<file path="src/design/sweep_range_gated_distance_average_assert.svh">
// Assertion helpers for the sweep range averager.
`ifndef SWEEP_RANGE_GATED_DISTANCE_AVERAGE_ASSERT_SVH
`define SWEEP_RANGE_GATED_DISTANCE_AVERAGE_ASSERT_SVH

`ifndef SYNTH
// same-cycle implication
`define SRGDA_ASSERT_IMP(label, ante, cons) \
  label: assert property (@(posedge clk) disable iff (!rst_n) (ante) |-> (cons)) \
    else $error("srgda assertion failed");
// next-cycle implication
`define SRGDA_ASSERT_NXT(label, ante, cons) \
  label: assert property (@(posedge clk) disable iff (!rst_n) (ante) |=> (cons)) \
    else $error("srgda assertion failed");
`else
`define SRGDA_ASSERT_IMP(label, ante, cons)
`define SRGDA_ASSERT_NXT(label, ante, cons)
`endif

`endif

</file>
<file path="src/design/srgda_pkg.sv">
package srgda_pkg;

  localparam int TICKS_PER_CM = 116;
  localparam int COLUMNS      = 8;
  localparam int ROWS         = 8;

  localparam int TICKS_W   = 16;
  localparam int SAMPLES_W = 7;
  localparam int CM_W      = 6;
  localparam int POS_W     = 3;
  localparam int SUM_W     = 13;
  localparam int HITS_W    = 7;
  localparam int HEIGHT_W  = 4;

  localparam int DIVIDEND_W = TICKS_W;
  localparam int DIVISOR_W  = HITS_W;
  localparam int DIV_CNT_W  = $clog2(DIVIDEND_W);

  // ticks / TICKS_PER_CM as a multiply by the rounded-up reciprocal; with the
  // shift at input width plus clog2 of the divisor it is exact for every input
  localparam int CM_SHIFT  = TICKS_W + $clog2(TICKS_PER_CM);
  localparam int RECIP_W   = TICKS_W + 1;
  localparam int CM_PROD_W = TICKS_W + RECIP_W;
  localparam logic [RECIP_W-1:0] CM_RECIP =
    RECIP_W'(((64'd1 << CM_SHIFT) + TICKS_PER_CM - 1) / TICKS_PER_CM);

  // average at or above this gives a full bar
  localparam int HEIGHT_SAT = 3 * ROWS + 3;

  localparam logic [SAMPLES_W-1:0] SAMPLES_RST  = 7'd100;
  localparam logic [CM_W-1:0]      MIN_CM_RST   = 6'd3;
  localparam logic [CM_W-1:0]      MAX_CM_RST   = 6'd24;
  localparam logic [POS_W-1:0]     LAST_POS_RST = 3'd7;
  localparam logic [POS_W-1:0]     POSITION_RST = 3'd3;

  typedef enum logic [1:0] {
    REG_SAMPLES  = 2'd0,
    REG_MIN_CM   = 2'd1,
    REG_MAX_CM   = 2'd2,
    REG_LAST_POS = 2'd3
  } cfg_reg_t;

  typedef enum logic [2:0] {
    ST_IDLE,
    ST_ACCUM,
    ST_DIV_AVG,
    ST_FINISH
  } state_t;

  typedef struct packed {
    logic                  start;
    logic [DIVIDEND_W-1:0] dividend;
    logic [DIVISOR_W-1:0]  divisor;
  } div_req_t;

  typedef struct packed {
    logic                  done;
    logic [DIVIDEND_W-1:0] quotient;
  } div_rsp_t;

  // avg / 3 saturated to ROWS; below the knee avg*11 >> 5 equals avg / 3
  function automatic logic [HEIGHT_W-1:0] div3_sat(input logic [DIVIDEND_W-1:0] avg);
    logic [9:0] prod;
    prod = {5'd0, avg[4:0]} * 10'd11;
    if (avg >= DIVIDEND_W'(HEIGHT_SAT)) begin
      return HEIGHT_W'(ROWS);
    end
    return prod[8:5];
  endfunction

endpackage

</file>
<file path="src/design/srgda_div.sv">
module srgda_div
  import srgda_pkg::*;
(
  input  logic     clk,
  input  logic     rst_n,
  input  div_req_t req,
  output div_rsp_t rsp
);

  logic [DIVISOR_W-1:0]  rem_r, rem_nxt;
  logic [DIVIDEND_W-1:0] quo_r, quo_nxt;
  logic [DIVISOR_W-1:0]  dsr_r, dsr_nxt;
  logic [DIV_CNT_W-1:0]  cnt_r, cnt_nxt;
  logic                  busy_r, busy_nxt;
  logic                  done_r, done_nxt;

  logic [DIVISOR_W:0] trial;
  logic [DIVISOR_W:0] diff;
  logic               fits;

  // one restoring step per cycle, MSB first
  assign trial = {rem_r, quo_r[DIVIDEND_W-1]};
  assign diff  = trial - {1'b0, dsr_r};
  assign fits  = trial >= {1'b0, dsr_r};

  always_comb begin
    rem_nxt  = rem_r;
    quo_nxt  = quo_r;
    dsr_nxt  = dsr_r;
    cnt_nxt  = cnt_r;
    busy_nxt = busy_r;
    done_nxt = 1'b0;
    if (req.start) begin
      rem_nxt  = '0;
      quo_nxt  = req.dividend;
      dsr_nxt  = req.divisor;
      cnt_nxt  = '0;
      busy_nxt = 1'b1;
    end else if (busy_r) begin
      rem_nxt = fits ? diff[DIVISOR_W-1:0] : trial[DIVISOR_W-1:0];
      quo_nxt = {quo_r[DIVIDEND_W-2:0], fits};
      cnt_nxt = cnt_r + 1'b1;
      if (cnt_r == DIV_CNT_W'(DIVIDEND_W - 1)) begin
        busy_nxt = 1'b0;
        done_nxt = 1'b1;
      end
    end
  end

  always_ff @(posedge clk) begin
    if (!rst_n) begin
      busy_r <= 1'b0;
      done_r <= 1'b0;
    end else begin
      busy_r <= busy_nxt;
      done_r <= done_nxt;
    end
    rem_r <= rem_nxt;
    quo_r <= quo_nxt;
    dsr_r <= dsr_nxt;
    cnt_r <= cnt_nxt;
  end

  assign rsp.done     = done_r;
  assign rsp.quotient = quo_r;

endmodule

</file>
<file path="src/design/sweep_range_gated_distance_average.sv">
// Sweep range gated distance averager.
// in_*  : one echo width in timer ticks per request (in_tdata[15:0]).
// out_* : one result per input request. out_tdata = {height[3:0], column[2:0],
//         in_range}; out_tuser[0] = column_valid (last sample of a group).
// cfg_* : APB registers at 0x0 samples_per_position, 0x4 min_cm,
//         0x8 max_cm, 0xC last_position; write in the access phase, pready tied high.
// ticks / TICKS_PER_CM is a reciprocal multiply registered at accept. One
// 16-step serial divider forms sum / hits on a group-ending sample that had hits.
// From accept an item passes ST_ACCUM, then ST_DIV_AVG on a group end with hits, then
// ST_FINISH into the output register; in_tready comes back together with out_tvalid,
// so a new request waits for the last result; the divider, at one quotient bit
// per cycle, sets the longer path. The result waits in an output register: a
// stalled receiver does not block the next input, only the finish of that item.
// Reset (rst_n low at a clock edge) loads register defaults, position 3
// moving upward, and clears the running sum, hit and sample counts.
module sweep_range_gated_distance_average
  import srgda_pkg::*;
(
  input  logic        clk,
  input  logic        rst_n,
  input  logic        cfg_psel,
  input  logic        cfg_penable,
  input  logic        cfg_pwrite,
  input  logic [3:0]  cfg_paddr,
  input  logic [31:0] cfg_pwdata,
  output logic [31:0] cfg_prdata,
  output logic        cfg_pready,
  input  logic        in_tvalid,
  output logic        in_tready,
  input  logic [15:0] in_tdata,   // echo_ticks[15:0]
  output logic        out_tvalid,
  input  logic        out_tready,
  output logic [7:0]  out_tdata,  // {height[3:0], column[2:0], in_range}
  output logic [0:0]  out_tuser   // column_valid
);

  `include "sweep_range_gated_distance_average_assert.svh"

  logic [SAMPLES_W-1:0] spp_r;
  logic [CM_W-1:0]      min_r;
  logic [CM_W-1:0]      max_r;
  logic [POS_W-1:0]     last_pos_r;

  state_t               state_r, state_nxt;
  logic [POS_W-1:0]     position_r, position_nxt;
  logic                 moving_down_r, moving_down_nxt;
  logic [SAMPLES_W-1:0] sample_count_r, sample_count_nxt;
  logic [SUM_W-1:0]     distance_sum_r, distance_sum_nxt;
  logic [HITS_W-1:0]    hit_count_r, hit_count_nxt;
  logic [DIVIDEND_W-1:0] cm_r, cm_nxt;
  logic                 hit_r, hit_nxt;
  logic                 last_r, last_nxt;
  logic [POS_W-1:0]     column_r, column_nxt;
  logic [HEIGHT_W-1:0]  height_r, height_nxt;
  logic                 out_valid_r, out_valid_nxt;
  logic [7:0]           out_data_r, out_data_nxt;
  logic                 out_user_r, out_user_nxt;

  div_req_t div_req;
  div_rsp_t div_rsp;

  logic                 cfg_wr;
  cfg_reg_t             cfg_sel;
  logic                 in_acc;
  logic                 out_free;
  logic [CM_PROD_W-1:0] cm_prod;
  logic [DIVIDEND_W-1:0] cm;
  logic                 cm_hit;
  logic [SUM_W-1:0]     sum_new;
  logic [HITS_W-1:0]    hits_new;
  logic [SAMPLES_W-1:0] count_new;
  logic [SAMPLES_W-1:0] group;
  logic                 group_end;
  logic [POS_W-1:0]     top;
  logic                 dir_down;
  logic [POS_W-1:0]     pos_step;

  srgda_div u_div (
    .clk   (clk),
    .rst_n (rst_n),
    .req   (div_req),
    .rsp   (div_rsp)
  );

  // configuration port
  assign cfg_wr     = cfg_psel && cfg_penable && cfg_pwrite;
  assign cfg_sel    = cfg_reg_t'(cfg_paddr[3:2]);
  assign cfg_pready = 1'b1;

  always_comb begin
    case (cfg_sel)
      REG_SAMPLES:  cfg_prdata = {{(32 - SAMPLES_W){1'b0}}, spp_r};
      REG_MIN_CM:   cfg_prdata = {{(32 - CM_W){1'b0}}, min_r};
      REG_MAX_CM:   cfg_prdata = {{(32 - CM_W){1'b0}}, max_r};
      REG_LAST_POS: cfg_prdata = {{(32 - POS_W){1'b0}}, last_pos_r};
      default:      cfg_prdata = '0;
    endcase
  end

  always_ff @(posedge clk) begin
    if (!rst_n) begin
      spp_r      <= SAMPLES_RST;
      min_r      <= MIN_CM_RST;
      max_r      <= MAX_CM_RST;
      last_pos_r <= LAST_POS_RST;
    end else if (cfg_wr) begin
      case (cfg_sel)
        REG_SAMPLES:  spp_r      <= cfg_pwdata[SAMPLES_W-1:0];
        REG_MIN_CM:   min_r      <= cfg_pwdata[CM_W-1:0];
        REG_MAX_CM:   max_r      <= cfg_pwdata[CM_W-1:0];
        REG_LAST_POS: last_pos_r <= cfg_pwdata[POS_W-1:0];
        default: ;
      endcase
    end
  end

  // per-sample datapath, valid in ST_ACCUM
  assign in_tready = (state_r == ST_IDLE);
  assign in_acc    = in_tvalid && in_tready;
  assign out_free  = !out_valid_r || out_tready;

  assign cm_prod   = CM_PROD_W'(in_tdata) * CM_PROD_W'(CM_RECIP);
  assign cm        = cm_r;
  assign cm_hit    = (cm >= DIVIDEND_W'(min_r)) && (cm <= DIVIDEND_W'(max_r));
  assign sum_new   = cm_hit ? distance_sum_r + cm[SUM_W-1:0] : distance_sum_r;
  assign hits_new  = cm_hit ? hit_count_r + 1'b1 : hit_count_r;
  assign count_new = sample_count_r + 1'b1;
  assign group     = (spp_r == '0) ? SAMPLES_W'(1) : spp_r;
  assign group_end = (count_new >= group) || (count_new == '0);

  assign top      = (last_pos_r > POS_W'(COLUMNS - 1)) ? POS_W'(COLUMNS - 1) : last_pos_r;
  assign dir_down = (position_r == '0) ? 1'b0 :
                    (position_r >= top) ? 1'b1 : moving_down_r;
  assign pos_step = dir_down ? position_r - 1'b1 : position_r + 1'b1;

  // next state
  always_comb begin
    state_nxt = state_r;
    case (state_r)
      ST_IDLE:    if (in_acc) state_nxt = ST_ACCUM;
      ST_ACCUM:   state_nxt = (group_end && hits_new != '0) ? ST_DIV_AVG : ST_FINISH;
      ST_DIV_AVG: if (div_rsp.done) state_nxt = ST_FINISH;
      ST_FINISH:  if (out_free) state_nxt = ST_IDLE;
      default:    state_nxt = ST_IDLE;
    endcase
  end

  // datapath and outputs
  always_comb begin
    div_req          = '0;
    position_nxt     = position_r;
    moving_down_nxt  = moving_down_r;
    sample_count_nxt = sample_count_r;
    distance_sum_nxt = distance_sum_r;
    hit_count_nxt    = hit_count_r;
    cm_nxt           = cm_r;
    hit_nxt          = hit_r;
    last_nxt         = last_r;
    column_nxt       = column_r;
    height_nxt       = height_r;
    out_valid_nxt    = out_valid_r && !out_tready;
    out_data_nxt     = out_data_r;
    out_user_nxt     = out_user_r;
    case (state_r)
      ST_IDLE: begin
        if (in_acc) cm_nxt = DIVIDEND_W'(cm_prod >> CM_SHIFT);
      end
      ST_ACCUM: begin
        hit_nxt    = cm_hit;
        last_nxt   = group_end;
        column_nxt = '0;
        height_nxt = '0;
        if (group_end) begin
          position_nxt     = pos_step;
          moving_down_nxt  = dir_down;
          column_nxt       = pos_step;
          sample_count_nxt = '0;
          distance_sum_nxt = '0;
          hit_count_nxt    = '0;
          if (hits_new != '0) begin
            div_req.start    = 1'b1;
            div_req.dividend = DIVIDEND_W'(sum_new);
            div_req.divisor  = DIVISOR_W'(hits_new);
          end
        end else begin
          sample_count_nxt = count_new;
          distance_sum_nxt = sum_new;
          hit_count_nxt    = hits_new;
        end
      end
      ST_DIV_AVG: begin
        if (div_rsp.done) height_nxt = div3_sat(div_rsp.quotient);
      end
      ST_FINISH: begin
        if (out_free) begin
          out_valid_nxt = 1'b1;
          out_data_nxt  = {height_r, column_r, hit_r};
          out_user_nxt  = last_r;
        end
      end
      default: ;
    endcase
  end

  always_ff @(posedge clk) begin
    if (!rst_n) begin
      state_r        <= ST_IDLE;
      position_r     <= POSITION_RST;
      moving_down_r  <= 1'b0;
      sample_count_r <= '0;
      distance_sum_r <= '0;
      hit_count_r    <= '0;
      out_valid_r    <= 1'b0;
    end else begin
      state_r        <= state_nxt;
      position_r     <= position_nxt;
      moving_down_r  <= moving_down_nxt;
      sample_count_r <= sample_count_nxt;
      distance_sum_r <= distance_sum_nxt;
      hit_count_r    <= hit_count_nxt;
      out_valid_r    <= out_valid_nxt;
    end
    cm_r       <= cm_nxt;
    hit_r      <= hit_nxt;
    last_r     <= last_nxt;
    column_r   <= column_nxt;
    height_r   <= height_nxt;
    out_data_r <= out_data_nxt;
    out_user_r <= out_user_nxt;
  end

  assign out_tvalid   = out_valid_r;
  assign out_tdata    = out_data_r;
  assign out_tuser[0] = out_user_r;

  `SRGDA_ASSERT_IMP(a_hits_le_samples, 1'b1, hit_count_r <= sample_count_r)
  `SRGDA_ASSERT_IMP(a_div_done_expected, state_r == ST_IDLE || state_r == ST_ACCUM || state_r == ST_FINISH, !div_rsp.done)
  `SRGDA_ASSERT_NXT(a_accept_to_accum, in_tvalid && in_tready, state_r == ST_ACCUM)
  `SRGDA_ASSERT_IMP(a_plain_result_zero, out_tvalid && !out_tuser[0], out_tdata[7:1] == 7'd0)

endmodule
</file>
<file path="config.mk">
export PLATFORM = sky130hd
export DESIGN_NAME = sweep_range_gated_distance_average
export DESIGN_NICKNAME = d
export VERILOG_FILES = /design/src/design/srgda_pkg.sv /design/src/design/srgda_div.sv /design/src/design/sweep_range_gated_distance_average.sv
export VERILOG_INCLUDE_DIRS = /design/src /design/src/design
export SDC_FILE = /design/constraint.sdc
export NUM_CORES = 1
export LEC_CHECK = 0
export CAP_MARGIN = 40
export CORE_UTILIZATION = 30
export DETAILED_ROUTE_END_ITERATION = 10
export DONT_BUFFER_PORTS = 1
export GPL_ROUTABILITY_DRIVEN = 0
export PLACE_DENSITY = 0.43
export RECOVER_POWER = 25
export SLEW_MARGIN = 20
export SYNTH_ARGS = -nofsm -noshare
export SYNTH_HDL_FRONTEND = slang
export SYNTH_SLANG_ARGS = --single-unit
</file>
<file path="constraint.sdc">
create_clock -name clk -period 11.1 [get_ports clk]
set_clock_uncertainty 0.05 [all_clocks]
set_input_delay 1.665 -clock clk [delete_from_list [all_inputs] [get_ports clk]]
set_output_delay 1.665 -clock clk [all_outputs]
set_load 0.02 [all_outputs]
</file>
==> impl_metrics.yaml <==
logic_synthesis:
  synth_edf_count: 51
  async_flop_share_pct: 0
  syn_avg_cell_area_um2: 9.86
  synth_flop_cell: "dfxtp_1"
  synthCells: 1153
  yosysWarnings: 0
  ys_seq_area_share_pct: 25.6
  syn-cell-area_mm2: 0.0114
  yosysUniqueCellTypes: 71
  ys_ff_latch: 120
cts:
  cts_resized: 0
  cts_hold_buf: 0
  numClockSinks: 120
  cts_setup_buffers: 0
  h-tree-depth: 4
  cts_tree: "done"
  cts_max_path_buffers: 2
  cts-root-buf: "clkbuf_16"
  cts_buffers: 17
  cts.clk_slew.worst_paths_ns: 0.06
  clk_latency_ns: 0.43
final_layout:
  syn2layout_area_growth_pct: 8.84
  nets: 1469
  layoutNonFillerInstCount: 1662
  drive_above_1_share_pct: 5.35
  antennaDiodeCount: 0
sta:
  setup_viol: 0
  hold_slack_ns: 0.367
  fmax_mhz: 145
  finalMaxSlewViolations: 35
  finalSetupTns_ns: 0
  tightest_slew_ns: 1.64
  hold_viol_final: 0
  period_needed_ns: 6.88
  timing.final.crit_share_pct: 62.0
  max_slew_margin_pct: -9.01
  rsz0062_at_grt: "false"
grt:
  grt_pass1_wl_mm: 40.8
  gr-usage-all-layers_pct: 13.6
  grt_pass1_vias: 7732
  overflow: 0
  grt_max_degree: 60
  antenna_found_initial: 0
route:
  first_pass_iters: 4
  routedWlPerCell_um: 15.0
  vias: 7560
  drt-vias-per-instance: 4.55
  drc: 0
  finalWirelength_mm: 24.9
  ant_nets: 0
  drt_iter0_markers: 267
setup_path:
  start_kind: "input pin"
  r2r_slack_ns: 6.46
  slowest_stage: "fa_1"
  crit_type: "input pin to flip-flop"
  path_buf_inv: 4
  arrival_ns: 7.00
  cp_max_fo: 7
  slowest_delay_ns: 0.57
  cpLargestDelayFamily: "adder cells"
  cp_cell_sequence: "fa_1 -> inv_1 -> fa_1 -> inv_1 -> fa_1 -> fa_1 -> fa_1 -> inv_1 -> fa_1 -> inv_1 -> ha_1 -> a211oi_1 -> o21ai_0 -> a211oi_1 -> o21ai_1 -> a31oi_1 -> nor4b_1 -> a311o_1"
  cp-end-kind: "flip-flop"
  required_ns: 11.22
  cp_common_cell: "fa_1"
floorplan:
  fp.dieH_um: 197
  io_pins: 103
  rows: 70
  core_area_mm2: 0.0370
  dieArea_mm2: 0.0387
  initial_core_util_pct: 30.7
  die_w_um: 197
power:
  vdd_drop_max_mv: 0.104
  p_per_area_mw_per_mm2: 196
  p_leak_nw: 5.70
flow_run:
  cap_violations: 1
worst_hold_path:
  hold_class: "flip-flop to flip-flop"
placed_design:
  dp_hpwl_mm: 19.7
  io_buffers: 0
  dp_cells: 1629
run_status:
  violations: "capacitance limit, slew limit"
  outcome: "finished with violations"
through the flow:
| step | setup WS, ns | power (mW) | utilization [%] | cell area [um2] |
|---|---|---|---|---|
| after global placement | 3.82 | 1.89 | 31.9 | 11800 |
| after detailed placement | 3.77 | 1.90 | 31.9 | 11800 |
| after floorplan | 4.30 | 1.56 | - | 11500 |
| final | 4.22 | 2.42 | 33.5 | 12400 |
| after CTS | 4.18 | 2.47 | 33.4 | 12400 |
| after global routing | 3.94 | 2.69 | 33.5 | 12400 |
synthesized netlist by cell type (3+ instances only):
library cell / count / area (um2)
nand3_1: 25 / 125
xnor2_1: 25 / 219
edfxtp_1: 51 / 1530
mux2_2: 5 / 56.3
inv_1: 192 / 721
a31oi_1: 4 / 25.0
ha_1: 178 / 2230
buf_2: 5 / 25.0
and3_1: 4 / 25.0
a22oi_1: 6 / 45.0
nor2b_1: 39 / 244
o21ai_0: 41 / 205
a21boi_0: 13 / 97.6
o31ai_1: 3 / 22.5
mux4_2: 3 / 67.6
mux2i_1: 30 / 300
o21ai_2: 3 / 26.3
o211ai_1: 11 / 82.6
o21a_1: 9 / 67.6
a211oi_1: 9 / 67.6
fa_1: 87 / 1740
mux2_4: 6 / 90.1
dfxtp_1: 69 / 1380
clkbuf_1: 21 / 78.8
or3_1: 5 / 31.3
buf_4: 26 / 195
nand2b_1: 11 / 68.8
nor3_1: 17 / 85.1
and2_1: 15 / 93.8
a21o_1: 10 / 75.1
nor2_1: 53 / 199
nor4_1: 8 / 50.1
a21oi_1: 40 / 200
xor2_1: 21 / 184
nand2_1: 53 / 199
nand4_1: 6 / 37.5
state kept, by name, summed over array words and instances (netlist names), 2 cells and up:
| signal | count |
|---|---|
| distance_sum_r | 13 |
| max_r | 6 |
| u_div.rem_r | 7 |
| cm | 10 |
| min_r | 6 |
| u_div.quo_r | 16 |
| out_tdata | 8 |
| hit_count_r | 7 |
| sample_count_r | 7 |
| state_r | 2 |
| column_r | 3 |
| u_div.cnt_r | 4 |
| position_r | 3 |
| height_r | 4 |
| spp_r | 7 |
| last_pos_r | 3 |
| u_div.dsr_r | 7 |
path summary, 6_finish.rpt:
check / start / endpoint / cells past startpoint
min: last_r / out_tuser / 0
max reg2reg: sample_count_r[0] / u_div.quo_r[7] / 13
max: in_tdata[11] / cm[5] / 18
min reg2reg: last_r / out_tuser / 0
cell type report:
class                   count  area (um2)
fillers                  3892       24600
multi-input cells         809        7490
inverters                 193         727
flip-flops and latches    120        2910
clock buffers              18         429
well taps                 504         631
clock inverters            14         156
repair buffers              4        26.3
where the power goes:
| group | internal (mW) | switching, mW |
|---|---|---|
| registers | 0.530 | 0.0420 |
| clock network | 0.350 | 0.210 |
| logic | 0.545 | 0.744 |
cell families after synthesis:
group / share of synthesized area (%)
fa+ha+maj: 34.9
simple gates: 11.4
buf+inv: 9.28
compound gates: 10.6
flops: 25.6
xor+xnor: 3.55
mux: 4.52
other cells: 0.0661
cells in the final DEF (no fill, tap or decap), drive strengths merged, types with 4 or more instances in the layout:
| cell | n |
|---|---|
| a211oi | 9 |
| a21boi | 13 |
| a21o | 10 |
| a21oi | 40 |
| a22oi | 6 |
| a31oi | 4 |
| and2 | 15 |
| and3 | 4 |
| clkbuf | 19 |
| clkinv | 7 |
| conb | 26 |
| dfxtp | 69 |
| edfxtp | 51 |
| fa | 87 |
| ha | 178 |
| inv | 194 |
| mux2 | 11 |
| mux2i | 30 |
| nand2 | 53 |
| nand2b | 12 |
| nand3 | 25 |
| nand4 | 6 |
| nor2 | 53 |
| nor2b | 39 |
| nor3 | 17 |
| nor4 | 10 |
| o211ai | 11 |
| o21a | 9 |
| o21ai | 46 |
| o31ai | 4 |
| or3 | 5 |
| xnor2 | 25 |
| xor2 | 21 |
routing by layer:
metal  routed length [um]  track usage [%]
met5                    0                0
met4                  184             2.50
met3                  408             2.26
met2                11700             22.3
met1                12600             18.8
Power figures use the tool's default switching activity.
